### src/sv/rcas_pkg.sv
`timescale 1ns / 1ps
// Shared types and command codes for the calendar clock with alarm.
// No dependencies; imported by every module of the block.
package rcas_pkg;

    // Command codes
    localparam logic [1:0] CMD_TICK   = 2'd0;
    localparam logic [1:0] CMD_CHECK  = 2'd1;
    localparam logic [1:0] CMD_SET    = 2'd2;
    localparam logic [1:0] CMD_SNOOZE = 2'd3;

    // Input beat
    typedef struct packed {
        logic [1:0] command;
        logic [2:0] key_code;
        logic       snooze_enabled;
        logic [4:0] new_alarm_hour;
        logic [5:0] new_alarm_minute;
    } t_in;

    // Result beat
    typedef struct packed {
        logic [13:0] cur_year;
        logic [3:0]  cur_month;
        logic [4:0]  cur_day;
        logic [4:0]  cur_hour;
        logic [5:0]  cur_minute;
        logic [5:0]  cur_second;
        logic [4:0]  alarm_hour_out;
        logic [5:0]  alarm_minute_out;
        logic        buzzer_active;
        logic        alarm_match;
    } t_out;

    // Clock state; year also kept split as century and year-of-century
    // so the leap test needs only low bits.
    typedef struct packed {
        logic [13:0] year;
        logic [6:0]  cent;
        logic [6:0]  yy;
        logic [3:0]  month;
        logic [4:0]  day;
        logic [4:0]  hour;
        logic [5:0]  minute;
        logic [5:0]  second;
    } t_time;

    // Alarm state
    typedef struct packed {
        logic [4:0] hour;
        logic [5:0] minute;
        logic       buzzer;
    } t_alarm;

endpackage

### src/sv/rtc_calendar_alarm_snooze_unit.sv
`timescale 1ns / 1ps
// Calendar clock with alarm and snooze: top level.
// Two registers: a beat waits in the input register until the result slot is free.
// One beat per cycle while results drain; the input register refills while one waits.
// Reset (i_rst_n low, synchronous): clock 2024-12-13 10:30:00, alarm 10:30, buzzer off,
// both pipeline registers empty. Depends on rcas_pkg, rcas_calendar, rcas_alarm.
module rtc_calendar_alarm_snooze_unit
    import rcas_pkg::*;
#(
    parameter int SNOOZE_MINUTES = 5
) (
    input  logic i_clk,
    input  logic i_rst_n,
    // command beats
    input  logic i_in_valid,
    output logic o_in_ready,
    input  t_in  i_in_data,
    // result beats
    output logic o_out_valid,
    input  logic i_out_ready,
    output t_out o_out_data
);

    // Input register: holds one command beat.
    logic   r_in_v;
    t_in    r_in;
    // Architectural state: updated when the held beat moves to the result register.
    t_time  r_time;
    t_alarm r_alarm;
    // Result register.
    logic   r_out_v;
    t_out   r_out;

    t_time  n_time;
    t_time  tick_time;
    t_alarm n_alarm;
    logic   match;
    logic   advance;
    t_out   n_out;

    // Held beat moves forward when the result slot is empty or being drained.
    assign advance    = r_in_v && (!r_out_v || i_out_ready);
    assign o_in_ready = !r_in_v || advance;

    rcas_calendar u_cal (
        .i_cur  (r_time),
        .o_next (tick_time)
    );

    rcas_alarm #(
        .SNOOZE_MINUTES (SNOOZE_MINUTES)
    ) u_alarm (
        .i_cmd    (r_in),
        .i_cur    (r_alarm),
        .i_hour   (r_time.hour),
        .i_minute (r_time.minute),
        .o_next   (n_alarm),
        .o_match  (match)
    );

    // Only a tick moves the clock.
    assign n_time = (r_in.command == CMD_TICK) ? tick_time : r_time;

    always_comb begin
        n_out.cur_year         = n_time.year;
        n_out.cur_month        = n_time.month;
        n_out.cur_day          = n_time.day;
        n_out.cur_hour         = n_time.hour;
        n_out.cur_minute       = n_time.minute;
        n_out.cur_second       = n_time.second;
        n_out.alarm_hour_out   = n_alarm.hour;
        n_out.alarm_minute_out = n_alarm.minute;
        n_out.buzzer_active    = n_alarm.buzzer;
        n_out.alarm_match      = match;
    end

    // Control and architectural state
    always_ff @(posedge i_clk) begin
        if (!i_rst_n) begin
            r_in_v         <= 1'b0;
            r_out_v        <= 1'b0;
            r_time.year    <= 14'd2024;
            r_time.cent    <= 7'd20;
            r_time.yy      <= 7'd24;
            r_time.month   <= 4'd12;
            r_time.day     <= 5'd13;
            r_time.hour    <= 5'd10;
            r_time.minute  <= 6'd30;
            r_time.second  <= 6'd0;
            r_alarm.hour   <= 5'd10;
            r_alarm.minute <= 6'd30;
            r_alarm.buzzer <= 1'b0;
        end else begin
            if (o_in_ready) begin
                r_in_v <= i_in_valid;
            end
            if (advance) begin
                r_out_v <= 1'b1;
                r_time  <= n_time;
                r_alarm <= n_alarm;
            end else if (i_out_ready) begin
                r_out_v <= 1'b0;
            end
        end
    end

    // Payload registers
    always_ff @(posedge i_clk) begin
        if (o_in_ready && i_in_valid) begin
            r_in <= i_in_data;
        end
        if (advance) begin
            r_out <= n_out;
        end
    end

    assign o_out_valid = r_out_v;
    assign o_out_data  = r_out;

endmodule

### src/sv/rcas_calendar.sv
`timescale 1ns / 1ps
// One-second advance of the calendar clock with carries up to the year.
// Depends on rcas_pkg (t_time).
module rcas_calendar
    import rcas_pkg::*;
(
    input  t_time i_cur,
    output t_time o_next
);

    logic       sec_wrap;
    logic       min_wrap;
    logic       hour_wrap;
    logic       day_wrap;
    logic       month_wrap;
    logic       leap;
    logic [4:0] mlen;

    // Gregorian rule: a year-of-century of zero defers to the century.
    assign leap = (i_cur.yy != 7'd0) ? (i_cur.yy[1:0] == 2'd0)
                                     : (i_cur.cent[1:0] == 2'd0);

    always_comb begin
        unique case (i_cur.month)
            4'd2:                         mlen = leap ? 5'd29 : 5'd28;
            4'd4, 4'd6, 4'd9, 4'd11:      mlen = 5'd30;
            default:                      mlen = 5'd31;
        endcase
    end

    assign sec_wrap   = (i_cur.second >= 6'd59);
    assign min_wrap   = sec_wrap && (i_cur.minute >= 6'd59);
    assign hour_wrap  = min_wrap && (i_cur.hour >= 5'd23);
    assign day_wrap   = hour_wrap && (i_cur.day >= mlen);
    assign month_wrap = day_wrap && (i_cur.month >= 4'd12);

    always_comb begin
        o_next = i_cur;
        o_next.second = sec_wrap ? 6'd0 : i_cur.second + 6'd1;
        if (sec_wrap) begin
            o_next.minute = min_wrap ? 6'd0 : i_cur.minute + 6'd1;
        end
        if (min_wrap) begin
            o_next.hour = hour_wrap ? 5'd0 : i_cur.hour + 5'd1;
        end
        if (hour_wrap) begin
            o_next.day = day_wrap ? 5'd1 : i_cur.day + 5'd1;
        end
        if (day_wrap) begin
            o_next.month = month_wrap ? 4'd1 : i_cur.month + 4'd1;
        end
        if (month_wrap) begin
            if (i_cur.year >= 14'd9999) begin
                o_next.year = 14'd0;
                o_next.cent = 7'd0;
                o_next.yy   = 7'd0;
            end else begin
                o_next.year = i_cur.year + 14'd1;
                if (i_cur.yy >= 7'd99) begin
                    o_next.yy   = 7'd0;
                    o_next.cent = i_cur.cent + 7'd1;
                end else begin
                    o_next.yy = i_cur.yy + 7'd1;
                end
            end
        end
    end

endmodule

### src/sv/rcas_alarm.sv
`timescale 1ns / 1ps
// Alarm compare, set, snooze advance and buzzer flag for one command.
// Depends on rcas_pkg (t_in, t_alarm, command codes).
module rcas_alarm
    import rcas_pkg::*;
#(
    parameter int SNOOZE_MINUTES = 5
) (
    input  t_in        i_cmd,
    input  t_alarm     i_cur,
    input  logic [4:0] i_hour,
    input  logic [5:0] i_minute,
    output t_alarm     o_next,
    output logic       o_match
);

    logic       is_check;
    logic       silence_key;
    logic       advance;
    logic [6:0] min_sum;
    logic       min_carry;
    logic [4:0] hour_inc;

    assign is_check    = (i_cmd.command == CMD_CHECK);
    assign silence_key = i_cmd.snooze_enabled &&
                         (i_cmd.key_code >= 3'd1) && (i_cmd.key_code <= 3'd3);
    assign advance     = (i_cmd.command == CMD_SNOOZE) || (is_check && silence_key);
    assign o_match     = is_check && (i_cur.hour == i_hour) && (i_cur.minute == i_minute);

    // Alarm minute stays below 60, so one subtract covers the wrap.
    assign min_sum   = {1'b0, i_cur.minute} + 7'(SNOOZE_MINUTES);
    assign min_carry = (min_sum >= 7'd60);
    assign hour_inc  = i_cur.hour + {4'd0, min_carry};

    always_comb begin
        o_next = i_cur;
        if (i_cmd.command == CMD_SET) begin
            o_next.hour   = (i_cmd.new_alarm_hour >= 5'd24)
                          ? i_cmd.new_alarm_hour - 5'd24 : i_cmd.new_alarm_hour;
            o_next.minute = (i_cmd.new_alarm_minute >= 6'd60)
                          ? i_cmd.new_alarm_minute - 6'd60 : i_cmd.new_alarm_minute;
        end else if (advance) begin
            o_next.buzzer = 1'b0;
            o_next.minute = min_carry ? 6'(min_sum - 7'd60) : min_sum[5:0];
            o_next.hour   = (hour_inc >= 5'd24) ? 5'd0 : hour_inc;
        end else if (o_match) begin
            o_next.buzzer = 1'b1;
        end
    end

endmodule

### config.mk
export PLATFORM = sky130hd
export DESIGN_NAME = rtc_calendar_alarm_snooze_unit
export DESIGN_NICKNAME = d
export VERILOG_FILES = /design/src/sv/rcas_pkg.sv /design/src/sv/rtc_calendar_alarm_snooze_unit.sv /design/src/sv/rcas_calendar.sv /design/src/sv/rcas_alarm.sv
export SDC_FILE = /design/constraint.sdc
export NUM_CORES = 1
export LEC_CHECK = 0
export BUFFER_PORTS_ARGS = -buffer_cell sky130_fd_sc_hd__buf_4
export CAP_MARGIN = 15
export CORE_MARGIN = 2
export CORE_UTILIZATION = 55
export CTS_BUF_LIST = sky130_fd_sc_hd__clkbuf_16
export DETAILED_ROUTE_END_ITERATION = 7
export PLACE_DENSITY = 0.76
export SETUP_SLACK_MARGIN = 0.2
export SYNTH_ARGS = -nofsm -noshare
export SYNTH_HDL_FRONTEND = slang
export SYNTH_HIERARCHICAL = 1
export SYNTH_SLANG_ARGS = --single-unit
### constraint.sdc
create_clock -name i_clk -period 4.08 [get_ports i_clk]
set_clock_uncertainty 0.1 [all_clocks]
set_input_delay 0.612 -clock i_clk [delete_from_list [all_inputs] [get_ports i_clk]]
set_output_delay 0.612 -clock i_clk [all_outputs]
set_load 0.05 [all_outputs]
==> key figures <==
Worst setup path
  • Worst Setup Path Type: register to register
  • Crit-path max cell delay: 0.43 ns
  • Flop-to-flop setup slack: 0.33 ns
  • CP max-delay cell: dfxtp_2
  • Peak fanout along the critical path: 9
  • CP Capture Point: r_alarm[9]
  • Worst path cell trace: ha_2 > nor2b_1 > nor2_1 > ha_1 > nand3b_1 > mux2_2 > a31oi_4 > nor2_4 > inv_1 > ha_1 > ha_1 > o21ai_0 > a32oi_2 > a21oi_1 > o21ai_0 > nand3_1 > a21boi_0
  • Worst Reg-to-Reg Cells: 17
  • CP Capture Type: register
  • WP data arrival: 4.00 ns
  • CP Launch Type: register
  • FF-to-FF Start: r_alarm[1]
  • Most frequent cell on the critical path: ha_1
  • Critical Path Source: r_alarm[1]
  • Data required, critical path: 4.33 ns
  • Reg2Reg Capture Point: r_alarm[9]

Global route
  • Total grt overflow: 0
  • Largest net degree at the start of global routing: 93
  • Initial antenna violation count: 0
  • Number of global-route vias before repair: 5924
  • Total Routing Usage GR: 25.1%
  • First-pass GRT wire length: 29100 µm

Final layout
  • Fill count: 1074
  • Area of the multi-input gates: 0.00376 mm²
  • Design area: 0.00873 mm²
  • Fin nets: about 900
  • Layout overhead on the synthesized area: 15.7%
  • Proportion of layout cells with a drive suffix above 1: 18.2%
  • N_diodes: 0
  • Register area: 0.00337 mm²
  • Layout Cells excl Fill: 1039

Logic synthesis
  • Syn_nets: 846
  • Synthesized cell area: 0.00755 mm²
  • Mapped Cells: 805
  • Syn Area/Cell: 9.38 µm²
  • Yosys warning total: 6

Timing
  • Final Max Slew Viols: 0
  • Worst Tran Pin Value: 0.958 ns
  • Worst slew margin: roughly 36%
  • Final Critical Period: 3.75 ns
  • Setup TNS: 0 ns
  • Final Hold Viols: 0
  • Setup violators final: 0
  • Final period util: 92.0%
  • RSZ-0062 raised after global routing: true
  • Max Fclk: roughly 270 MHz

Route
  • Wire per inst: 17.4 µm
  • Drt total wl: 18100 µm
  • DR DRC count: 0
  • DRT antenna net count: 0
  • Via count: between 6000 and 7000
  • DR pass1 iterations: 5
  • Vias per cell: 6.19
  • Initial drt markers: 623

CTS
  • CTS Sinks: 133
  • CTS Buf Count: 17
  • CTS tree: done
  • CTS clk-pin slew, worst paths: 0.05 ns
  • Clock buffer depth: 2
  • Post-CTS Setup Bufs: 0
  • CTS Hold Bufs: 0
  • Worst skew pair latency: 0.42 ns
  • H-tree depth: 4
  • Clk root buf: clkbuf_16

Die
  • Initial Utilization: 56.6%
  • Number of placed I/O pins: 76
  • Core footprint: about 0.013 mm²
  • DIE HEIGHT: 121 µm
  • Die ar.: 0.0147 mm²
  • Row count: 42
  • Die Wd: between 100 and 150 µm

Power
  • Sequential Power Share: a little over two fifths
  • Sw frac: between 20% and 30%
  • P_int: around 2.6 mW
  • Logic pwr share: 9.9%
  • Total chip power: 3.47 mW
  • VDD IR max: between 0.0002 and 0.0003 V
  • NetSw: approximately 0.82 mW
  • Pwr dens: 397 mW/mm²
  • Static Leakage: 3.32 nW
  • Clock group share of total power: 46.6%

Run status
  • Status: finished clean

Place
  • IO Port Bufs: 75
  • DP Area: 0.00810 mm²
  • Final HPWL DP: 11300 µm
  • GP Congestion: 0.917
  • Dpl cells: 1007

Job
  • Max Cap Viol: 0

Min path
  • Worst min-delay path category: primary input to register
## layer usage
| layer | track usage (%) | part of all wire (%) | wire (µm) | vias up |
|---|---|---|---|---|
| met3 | 4.70 | 6.2 | 1120 | 28 |
| met5 | 0 | 0 | 0 | - |
| met2 | 41.0 | 48 | 8580 | 274 |
| met1 | 33.1 | 45 | 8050 | 3091 |
| li1 | - | - | - | 3039 |
| met4 | 10.2 | 1.7 | 308 | 0 |
## area by class of cell
cell class / instances / share of cell area, %
clock buffer: 17 / 4.87
clock inverter: 15 / 2.22
inverter: 41 / 1.76
multi-input combinational: 576 / 43.1
sequential: 133 / 38.6
tap: 176 / 2.52
timing repair buffer: 81 / 6.96
## power groups by stage
stage	Clock, mW	Combinational [mW]	Sequential [mW]
2_1_floorplan	0	0.188	1.59
3_3_place_gp	0	0.334	1.53
3_5_place_dp	0	0.341	1.54
4_1_cts	1.63	0.344	1.51
5_1_grt	1.69	0.371	1.52
6_report	1.61	0.343	1.51
## what timing repair did
action                                 4_1_cts  5_1_grt
endpoints found under the hold margin        0        0
setup endpoints to repair                    1       33
pin swaps                                    0        0
gates resized for setup                      1        5
## worst min-delay path by stage
stage	startpoint	end	slack (ns)	cells after the start
2_1_floorplan	r_time[2]	r_time[2]	0.34	2
3_3_place_gp	r_time[34]	r_time[34]	0.35	2
3_5_place_dp	r_time[34]	r_time[34]	0.38	2
4_1_cts	i_in_data[10]	r_in[10]	0.25	1
5_1_grt	i_in_data[10]	r_in[10]	0.25	1
6_report	i_in_data[2]	r_in[2]	0.26	1
## worst max-delay path: cells and delay by family (launching register included)
family,cells,cell delay [ns]
buf+inv,1,0.05
fa+ha+maj,4,0.93
simple gates,5,0.46
flops,1,0.43
mux,1,0.29
compound gates,6,1.41
## flip-flops by register name (all words and copies together), names as in the netlist
| signal | count |
|---|---|
| r_alarm | 12 |
| r_time | 49 |
| r_in_v | 1 |
| o_out_data | 53 |
| o_out_valid | 1 |
| r_in | 17 |
## metrics by stage
step	setup WS, ns	utilization [%]	hold slack (ns)
finish	0.328	65.4	0.260
global route	0.107	65.4	0.248
CTS	0.206	65.3	0.249
detailed placement	0.299	60.6	0.378
global placement	0.411	60.6	0.354
floorplan	0.293	-	0.342
## layout by cell type, fill, tap and decap left out, types with 5 or more instances in the layout
| cell type | n |
|---|---|
| nand2_1 | 110 |
| buf_4 | 81 |
| o21ai_0 | 72 |
| edfxtp_1 | 70 |
| dfxtp_1 | 60 |
| nand3_1 | 50 |
| inv_1 | 43 |
| mux2i_1 | 33 |
| nor2_1 | 31 |
| nand4_1 | 30 |
| mux2_2 | 24 |
| o211ai_1 | 22 |
| a21oi_1 | 19 |
| ha_1 | 19 |
| clkbuf_16 | 17 |
| nor3_1 | 17 |
| o21ai_1 | 12 |
| xnor2_1 | 12 |
| a21boi_0 | 10 |
| nand2b_1 | 7 |
| o31ai_1 | 7 |
| and2_1 | 6 |
| nor2b_1 | 6 |
| xor2_1 | 6 |
| nor4_1 | 6 |
| clkinv_1 | 5 |
| bufinv_16 | 5 |
(Power assumes the default switching activity.)
